$ cat src/hdl/wsd_pkg.sv
`timescale 1ns / 1ps
// ----------------------------------------------------------------------------
// wsd_pkg
// Shared types and constants for the WebSocket frame deframer: parse phases,
// result kinds, field widths and the result record passed between stages.
// ----------------------------------------------------------------------------
package wsd_pkg;

  // Width of the payload length held by the block (16 to 32).
  localparam int LENGTH_BITS = 24;
  // Width of the maximum-length configuration register.
  localparam int CFG_W       = 24;
  // Width used when comparing a length against the configured maximum.
  localparam int CMP_W       = (LENGTH_BITS > CFG_W) ? LENGTH_BITS : CFG_W;

  localparam logic [CFG_W-1:0] MAX_LEN_RESET = CFG_W'(1000000);

  localparam logic [3:0] OPCODE_TEXT  = 4'h1;
  localparam logic [3:0] OPCODE_CLOSE = 4'h8;
  localparam logic [6:0] LEN7_EXT16   = 7'd126;
  localparam logic [6:0] LEN7_EXT64   = 7'd127;
  localparam logic [3:0] EXT16_BYTES  = 4'd2;
  localparam logic [3:0] EXT64_BYTES  = 4'd8;
  localparam logic [3:0] MASK_BYTES   = 4'd4;

  typedef enum logic [2:0] {
    PH_OPCODE  = 3'd0,
    PH_LEN     = 3'd1,
    PH_EXT     = 3'd2,
    PH_MASK    = 3'd3,
    PH_PAYLOAD = 3'd4
  } phase_t;

  typedef enum logic [1:0] {
    KIND_DATA       = 2'd0,
    KIND_DISCONNECT = 2'd1,
    KIND_BAD_OPCODE = 2'd2,
    KIND_TOO_LARGE  = 2'd3
  } kind_t;

  typedef struct packed {
    logic [7:0] data;
    kind_t      kind;
    logic       last;
  } result_t;

endpackage

$ cat src/hdl/wsd_in_stage.sv
`timescale 1ns / 1ps
// ----------------------------------------------------------------------------
// wsd_in_stage
// Input register: holds one received byte until the parser consumes it.
// ----------------------------------------------------------------------------
module wsd_in_stage (
  input  logic       clk,
  input  logic       rst_n,
  input  logic       in_valid,
  output logic       in_ready,
  input  logic [7:0] in_rx_byte,
  input  logic       take,
  output logic       stage_valid,
  output logic [7:0] stage_byte
);

  logic       valid_r, valid_nxt;
  logic [7:0] byte_r, byte_nxt;

  assign in_ready = !valid_r || take;

  always_comb begin
    valid_nxt = valid_r;
    byte_nxt  = byte_r;
    if (in_ready) begin
      valid_nxt = in_valid;
      byte_nxt  = in_rx_byte;
    end
  end

  always_ff @(posedge clk) begin
    if (!rst_n) begin
      valid_r <= 1'b0;
    end else begin
      valid_r <= valid_nxt;
    end
    byte_r <= byte_nxt;
  end

  assign stage_valid = valid_r;
  assign stage_byte  = byte_r;

endmodule

$ cat src/hdl/wsd_parser.sv
`timescale 1ns / 1ps
// ----------------------------------------------------------------------------
// wsd_parser
// Frame header parser and payload unmasker. Consumes one byte per firing and
// produces at most one result, updating the parse state in the same cycle.
// ----------------------------------------------------------------------------
module wsd_parser (
  input  logic                  clk,
  input  logic                  rst_n,
  input  logic                  cfg_wr_en,
  input  logic [wsd_pkg::CFG_W-1:0] cfg_wr_data,
  input  logic                  fire,
  input  logic [7:0]            rx_byte,
  output logic                  res_valid,
  output wsd_pkg::result_t      res
);
  import wsd_pkg::*;

  logic [CFG_W-1:0]       max_len_r;
  phase_t                 phase_r, phase_nxt;
  logic [3:0]             count_r, count_nxt;
  logic                   ext_long_r, ext_long_nxt;
  logic [LENGTH_BITS-1:0] len_r, len_nxt;
  logic                   ovf_r, ovf_nxt;
  logic [31:0]            key_r, key_nxt;
  logic [LENGTH_BITS-1:0] remain_r, remain_nxt;
  logic [1:0]             idx_r, idx_nxt;
  logic                   halted_r, halted_nxt;

  logic [6:0]             len7;
  logic [3:0]             count_inc;
  logic [3:0]             ext_need;
  logic                   len_complete;
  logic                   too_large;
  logic [7:0]             key_byte;

  assign len7      = rx_byte[6:0];
  assign count_inc = count_r + 4'd1;
  assign ext_need  = ext_long_r ? EXT64_BYTES : EXT16_BYTES;

  // Mask byte 0 sits in the top byte of the key.
  always_comb begin
    case (idx_r)
      2'd0:    key_byte = key_r[31:24];
      2'd1:    key_byte = key_r[23:16];
      2'd2:    key_byte = key_r[15:8];
      default: key_byte = key_r[7:0];
    endcase
  end

  always_comb begin
    phase_nxt    = phase_r;
    count_nxt    = count_r;
    ext_long_nxt = ext_long_r;
    len_nxt      = len_r;
    ovf_nxt      = ovf_r;
    key_nxt      = key_r;
    remain_nxt   = remain_r;
    idx_nxt      = idx_r;
    halted_nxt   = halted_r;
    len_complete = 1'b0;
    too_large    = 1'b0;
    res_valid    = 1'b0;
    res.data     = 8'h00;
    res.kind     = KIND_DATA;
    res.last     = 1'b0;

    if (fire && !halted_r) begin
      case (phase_r)
        PH_LEN: begin
          if (len7 < LEN7_EXT16) begin
            len_nxt      = LENGTH_BITS'(len7);
            ovf_nxt      = 1'b0;
            len_complete = 1'b1;
          end else begin
            len_nxt      = '0;
            ovf_nxt      = 1'b0;
            count_nxt    = 4'd0;
            ext_long_nxt = (len7 == LEN7_EXT64);
            phase_nxt    = PH_EXT;
          end
        end
        PH_EXT: begin
          // Bits pushed out of the top make the length too large for good.
          ovf_nxt   = ovf_r || (len_r[LENGTH_BITS-1 -: 8] != 8'h00);
          len_nxt   = {len_r[LENGTH_BITS-9:0], rx_byte};
          count_nxt = count_inc;
          if (count_inc >= ext_need) begin
            len_complete = 1'b1;
          end
        end
        PH_MASK: begin
          key_nxt   = {key_r[23:0], rx_byte};
          count_nxt = count_inc;
          if (count_inc >= MASK_BYTES) begin
            count_nxt  = 4'd0;
            idx_nxt    = 2'd0;
            remain_nxt = len_r;
            phase_nxt  = (len_r == '0) ? PH_OPCODE : PH_PAYLOAD;
          end
        end
        PH_PAYLOAD: begin
          res_valid = 1'b1;
          res.data  = rx_byte ^ key_byte;
          res.kind  = KIND_DATA;
          res.last  = (remain_r <= LENGTH_BITS'(1));
          idx_nxt   = idx_r + 2'd1;
          if (remain_r <= LENGTH_BITS'(1)) begin
            remain_nxt = '0;
            phase_nxt  = PH_OPCODE;
          end else begin
            remain_nxt = remain_r - LENGTH_BITS'(1);
          end
        end
        default: begin
          // Opcode byte; unknown phase codes are handled the same way.
          if (rx_byte[3:0] == OPCODE_TEXT) begin
            phase_nxt = PH_LEN;
          end else begin
            res_valid  = 1'b1;
            res.kind   = (rx_byte[3:0] == OPCODE_CLOSE) ? KIND_DISCONNECT
                                                        : KIND_BAD_OPCODE;
            halted_nxt = 1'b1;
          end
        end
      endcase

      too_large = ovf_nxt || (CMP_W'(len_nxt) > CMP_W'(max_len_r));

      if (len_complete) begin
        if (too_large) begin
          res_valid  = 1'b1;
          res.kind   = KIND_TOO_LARGE;
          halted_nxt = 1'b1;
        end else begin
          phase_nxt = PH_MASK;
          count_nxt = 4'd0;
        end
      end
    end
  end

  always_ff @(posedge clk) begin
    if (!rst_n) begin
      max_len_r  <= MAX_LEN_RESET;
      phase_r    <= PH_OPCODE;
      count_r    <= 4'd0;
      ext_long_r <= 1'b0;
      len_r      <= '0;
      ovf_r      <= 1'b0;
      key_r      <= 32'h0;
      remain_r   <= '0;
      idx_r      <= 2'd0;
      halted_r   <= 1'b0;
    end else begin
      if (cfg_wr_en) begin
        max_len_r <= cfg_wr_data;
      end
      phase_r    <= phase_nxt;
      count_r    <= count_nxt;
      ext_long_r <= ext_long_nxt;
      len_r      <= len_nxt;
      ovf_r      <= ovf_nxt;
      key_r      <= key_nxt;
      remain_r   <= remain_nxt;
      idx_r      <= idx_nxt;
      halted_r   <= halted_nxt;
    end
  end

endmodule

$ cat src/hdl/wsd_out_stage.sv
`timescale 1ns / 1ps
// ----------------------------------------------------------------------------
// wsd_out_stage
// Result register: holds one result until the receiver takes it.
// ----------------------------------------------------------------------------
module wsd_out_stage (
  input  logic             clk,
  input  logic             rst_n,
  input  logic             res_valid,
  input  wsd_pkg::result_t res,
  output logic             space,
  output logic             out_valid,
  input  logic             out_ready,
  output logic [7:0]       out_byte,
  output logic [1:0]       out_kind,
  output logic             out_last_of_frame
);
  import wsd_pkg::*;

  logic    valid_r, valid_nxt;
  result_t res_r, res_nxt;

  assign space = !valid_r || out_ready;

  always_comb begin
    valid_nxt = valid_r;
    res_nxt   = res_r;
    if (space) begin
      valid_nxt = res_valid;
      res_nxt   = res;
    end
  end

  always_ff @(posedge clk) begin
    if (!rst_n) begin
      valid_r <= 1'b0;
    end else begin
      valid_r <= valid_nxt;
    end
    res_r <= res_nxt;
  end

  assign out_valid         = valid_r;
  assign out_byte          = res_r.data;
  assign out_kind          = res_r.kind;
  assign out_last_of_frame = res_r.last;

endmodule

$ cat src/hdl/websocket_frame_deframer.sv
`timescale 1ns / 1ps
// ----------------------------------------------------------------------------
// websocket_frame_deframer
// Parses client-to-server WebSocket frames byte by byte and unmasks payload.
// ----------------------------------------------------------------------------
// Usage: received bytes enter on the in_ channel (valid/ready), one byte per
// transaction. Each payload byte leaves on the out_ channel unmasked, with
// out_kind at zero and out_last_of_frame set on the final byte of a frame.
// Header bytes produce no transaction. A close opcode, an unknown opcode or a
// length above the set maximum gives one status transaction (out_kind 1, 2 or
// 3, data zero) after which the block halts and discards all input until
// reset. The maximum length is written through cfg_wr_en/cfg_wr_data while
// the block is idle; it resets to 1000000.
// Throughput: one byte per clock cycle unless the receiver stalls, set by
// the single parse step between the input register and the result register.
// Path: an accepted byte is held in the input register and parsed from
// there; its result is captured in the result register, which presents it
// on the out_ channel.
// Reset (synchronous, active low) empties both registers and returns the
// parser to expecting an opcode byte. When the receiver stalls, the result
// register holds its transaction and one more byte may wait in the input
// register; in_ready then falls until the receiver takes the result.
// ----------------------------------------------------------------------------
module websocket_frame_deframer (
  input  logic                      clk,
  input  logic                      rst_n,
  input  logic                      cfg_wr_en,
  input  logic [wsd_pkg::CFG_W-1:0] cfg_wr_data,
  input  logic                      in_valid,
  output logic                      in_ready,
  input  logic [7:0]                in_rx_byte,
  output logic                      out_valid,
  input  logic                      out_ready,
  output logic [7:0]                out_byte,
  output logic [1:0]                out_kind,
  output logic                      out_last_of_frame
);
  import wsd_pkg::*;

  logic       stage_valid;
  logic [7:0] stage_byte;
  logic       space;
  logic       fire;
  logic       res_valid;
  result_t    res;

  // The held byte is parsed whenever the result register can take whatever
  // it produces; bytes that produce nothing advance the same way.
  assign fire = stage_valid && space;

  wsd_in_stage u_in_stage (
    .clk         (clk),
    .rst_n       (rst_n),
    .in_valid    (in_valid),
    .in_ready    (in_ready),
    .in_rx_byte  (in_rx_byte),
    .take        (fire),
    .stage_valid (stage_valid),
    .stage_byte  (stage_byte)
  );

  wsd_parser u_parser (
    .clk         (clk),
    .rst_n       (rst_n),
    .cfg_wr_en   (cfg_wr_en),
    .cfg_wr_data (cfg_wr_data),
    .fire        (fire),
    .rx_byte     (stage_byte),
    .res_valid   (res_valid),
    .res         (res)
  );

  wsd_out_stage u_out_stage (
    .clk               (clk),
    .rst_n             (rst_n),
    .res_valid         (res_valid),
    .res               (res),
    .space             (space),
    .out_valid         (out_valid),
    .out_ready         (out_ready),
    .out_byte          (out_byte),
    .out_kind          (out_kind),
    .out_last_of_frame (out_last_of_frame)
  );

endmodule
$ cat config.mk
export PLATFORM = sky130hd
export DESIGN_NAME = websocket_frame_deframer
export DESIGN_NICKNAME = d
export VERILOG_FILES = /design/src/hdl/wsd_pkg.sv /design/src/hdl/wsd_in_stage.sv /design/src/hdl/wsd_parser.sv /design/src/hdl/wsd_out_stage.sv /design/src/hdl/websocket_frame_deframer.sv
export SDC_FILE = /design/constraint.sdc
export NUM_CORES = 1
export LEC_CHECK = 0
export BUFFER_PORTS_ARGS = -buffer_cell sky130_fd_sc_hd__buf_2
export CORE_AREA = 2 2 108 110
export CTS_BUF_LIST = sky130_fd_sc_hd__clkbuf_8
export CTS_CLUSTER_SIZE = 16
export DETAILED_ROUTE_END_ITERATION = 10
export DIE_AREA = 0 0 110 112
export GPL_ROUTABILITY_DRIVEN = 0
export PLACE_DENSITY = 0.8
export SLEW_MARGIN = 40
export SYNTH_ARGS = -nofsm -noshare
export SYNTH_HDL_FRONTEND = slang
export SYNTH_HIERARCHICAL = 1
export SYNTH_SLANG_ARGS = --single-unit
$ cat constraint.sdc
create_clock -name clk -period 7.3 [get_ports clk]
set_clock_uncertainty 0.1 [all_clocks]
set_input_delay 0.73 -clock clk [delete_from_list [all_inputs] [get_ports clk]]
set_output_delay 0.73 -clock clk [all_outputs]
set_load 0.1 [all_outputs]
==> out/qor.txt <==
Avg Vias per Cell -> 6.26
Final Hold Fails -> 0
total die area -> 12,300 um2
RSZ-0062 raised after global routing -> false
final core utilization -> 69.0%
r2r setup slk -> 3180 ps
Core Region -> 11,200 um2
DIE WIDTH -> 110 um
clock latency on the worst-skew pair -> 460 ps
simple-gate share of the synthesized area -> 20.8%
Critical Path Sink Type -> flip-flop
Antenna Nets Post-Route -> 0
row cnt -> 39
Boundary Pins -> 50
Mapped Cells -> 854
CTS tree -> built
Ys Warns -> 6
Non-Filler Instances -> 1,026
WL per Instance -> 17.1 um
power density over cell area -> 209 nW/um2
CTS Buf Count -> 17
syn avg cell area -> 8.27 um2
Max FO, Critical Path -> 23
Syn Nets -> 924
initial antenna violation count -> 0
Crit Reg-Reg Startpoint -> u_parser/phase_r[2]
mux contribution to synthesized area -> 2.55%
htree depth -> 4
Mapped Area -> 7070 um2
main combinational cell family by area after synthesis -> compound AO/OA/AOI/OAI gates
post-cts sizing count -> 0
Final #Nets -> 940
DRC -> 0
initial drt markers -> 708
cell taking the most area after synthesis -> dfxtp_1
critical path data required time -> 7390 ps
CP max-delay cell -> dfxtp_1
synth top area cells -> dfxtp_1 (33%), edfxtp_1 (8.1%), nand2_1 (8.0%)
status -> complete, no violations
crit-path most repeated cell -> buf_4
xor and xnor area share after synthesis -> 1.98%
EDFF count, synth -> 19
FMAX -> 0.243 GHz
Global Route Usage Sum -> 29.4%
vias in the first global route -> 6,047
Final min period -> 4120 ps
critical path arrival -> 4210 ps
fill count -> 856
CTS Buffer Depth -> 2
asr flop ratio synth -> 0%
R2R depth -> 12
Setup TNS -> 0 ps
worst hold start -> in_rx_byte[1]
compound-cell area share of the yosys netlist -> 21.6%
Hold Path Stages -> 1
Distinct cells, synth -> 69
part of the cycle the worst path needs -> 56.4%
Worst slew margin -> 50.0%
CTS clock-pin slew for the worst setup and hold paths -> 70 ps
Post-CTS Hold Buffers -> 0
pin count of the biggest net entering global routing -> 99
Max-Cap Viols -> 0
share of cells above drive strength 1 -> 12.3%
Final Setup Violations -> 0
area grow syn2layout -> 9.14%
initial core utilization -> 63.2%
I/O Buffers -> 49
dpl hpwl -> 11,900 um
slowest stage delay, CP -> 690 ps
main flop type after synthesis -> dfxtp_1
top cell type's share of synthesized area -> 33.4%
count of state elements after synthesis -> 137
# diodes -> 0
sequential area share after synthesis -> 41.5%
Leakage -> 0.00298 uW
first-pass GRT wire length -> 28,400 um
Slew Viols, Final -> 0
clock root buffer -> clkbuf_8
Worst-Margin Slew -> 750 ps
CP Cell Sequence -> nor3b_2 > buf_4 > nor2_1 > buf_4 > a22o_1 > ha_1 > nand4_1 > nor4_1 > nand3_1 > and2_1 > a22oi_1 > a21oi_1
Crit Path Class -> flip-flop to flip-flop
clock sink total -> 137
worst vdd ir -> 0.170 mV
worst reg2reg path endpoint -> u_out_stage/out_kind[0]
hold endpoint -> u_in_stage/stage_byte[1]
Placed Instances -> 994
total number of vias -> 6,423
first-pass iteration count of the detailed router -> 6
most common cell after layout, fill and taps aside -> nand2_1
commonest non-fill, non-tap cells in the layout -> nand2_1 (149), dfxtp_1 (118), a21oi_1 (89), nor2_1 (75), buf_2 (49)
Routed WL -> 17,600 um
Setup Fix Bufs, Post-CTS -> 0
Worst Hold Class -> primary input to flip-flop
PnR Total Power -> 1610 uW
Die Y -> 112 um
crit path launch type -> flip-flop
total grt overflow -> 0
Synth Area in Adders -> 5.98%
## critical path: cells and delay by family (launching register included)
kind	cells	cell delay, ps
buf+inv	2	530
flops	1	690
simple gates	6	1690
fa+ha+maj	1	170
compound gates	3	660
## final cells by class
class / count / area (um2) / share of cell area (%)
sequential: 137 / 2930 / 38.0
multi-input combinational: 617 / 3760 / 48.8
clock buffer: 19 / 262 / 3.39
inverter: 43 / 161 / 2.09
clock inverter: 13 / 126 / 1.64
timing repair buffer: 54 / 287 / 3.72
tap: 143 / 179 / 2.32
## per-stage QoR
stage	hold slack (ps)	setup WS (ps)	area, um2
after floorplan	336	3950	7070
after CTS	339	3340	7710
after global placement	343	3470	7300
after global routing	337	2960	7710
after detailed placement	357	3360	7320
final	350	3180	7710
## state kept, by name, indices dropped and copies added, names as in the netlist, 3 cells and up
register               flops
u_parser/remain_r         24
u_out_stage/out_byte       8
u_parser/key_r            32
u_in_stage/stage_byte      8
u_parser/phase_r           3
u_parser/count_r           4
u_parser/len_r            24
u_parser/max_len_r        24
## cells in the mapped netlist, types with 3 or more instances
master	n
nor2_1	75
nand3_1	14
a222oi_1	8
or3_1	3
a22oi_1	13
and3_1	3
o31ai_1	7
a221oi_1	5
xnor2_1	12
nor4_1	11
a21oi_1	89
a22o_1	23
xor2_1	4
clkbuf_1	40
buf_2	8
o211ai_1	11
dfxtp_1	118
nor3_1	17
nand2_1	150
edfxtp_1	19
o21ai_0	35
and2_1	5
buf_1	6
nor4_4	3
a211oi_1	6
o22ai_1	6
ha_1	33
o21ai_1	3
mux2i_1	18
nor2b_1	3
nand4_1	11
inv_1	42
a32o_1	4
## power breakdown
part	switching, uW	leakage, uW	internal [uW]
registers	22.9	0.00117	785
clock network	296	0.000199	318
logic	127	0.00161	59.7
## per-layer routing
metal | part of all wire [%] | up-vias | track usage (%)
met5 | 0 | - | 0
met4 | 2.0 | 0 | 10.5
met3 | 7.8 | 36 | 7.03
met2 | 49 | 286 | 48.8
met1 | 41 | 3037 | 36.9
li1 | - | 3064 | -
## worst max path at each step
stage | startpoint | end | slack [ps] | cells after the start
floorplan | u_parser/phase_r[1] | u_out_stage/out_kind[0] | 3950 | 12
global placement | out_ready | u_parser/remain_r[23] | 3470 | 10
detailed placement | u_parser/phase_r[2] | u_out_stage/out_kind[0] | 3360 | 12
CTS | u_parser/phase_r[2] | u_out_stage/out_kind[0] | 3340 | 12
global route | u_parser/phase_r[2] | u_out_stage/out_kind[0] | 2960 | 12
finish | u_parser/phase_r[2] | u_out_stage/out_kind[0] | 3180 | 12
## logic make-up after synthesis
| group | Yosys count |
|---|---|
| buffers and inverters | 100 |
| AOI/OAI and AO/OA | 233 |
| xor gates and xnor gates | 16 |
| adders and majority gates | 34 |
| muxes | 18 |
| DFF | 137 |
| and+or+nand+nor | 316 |
No activity file was read; power rests on OpenSTA's default activity.
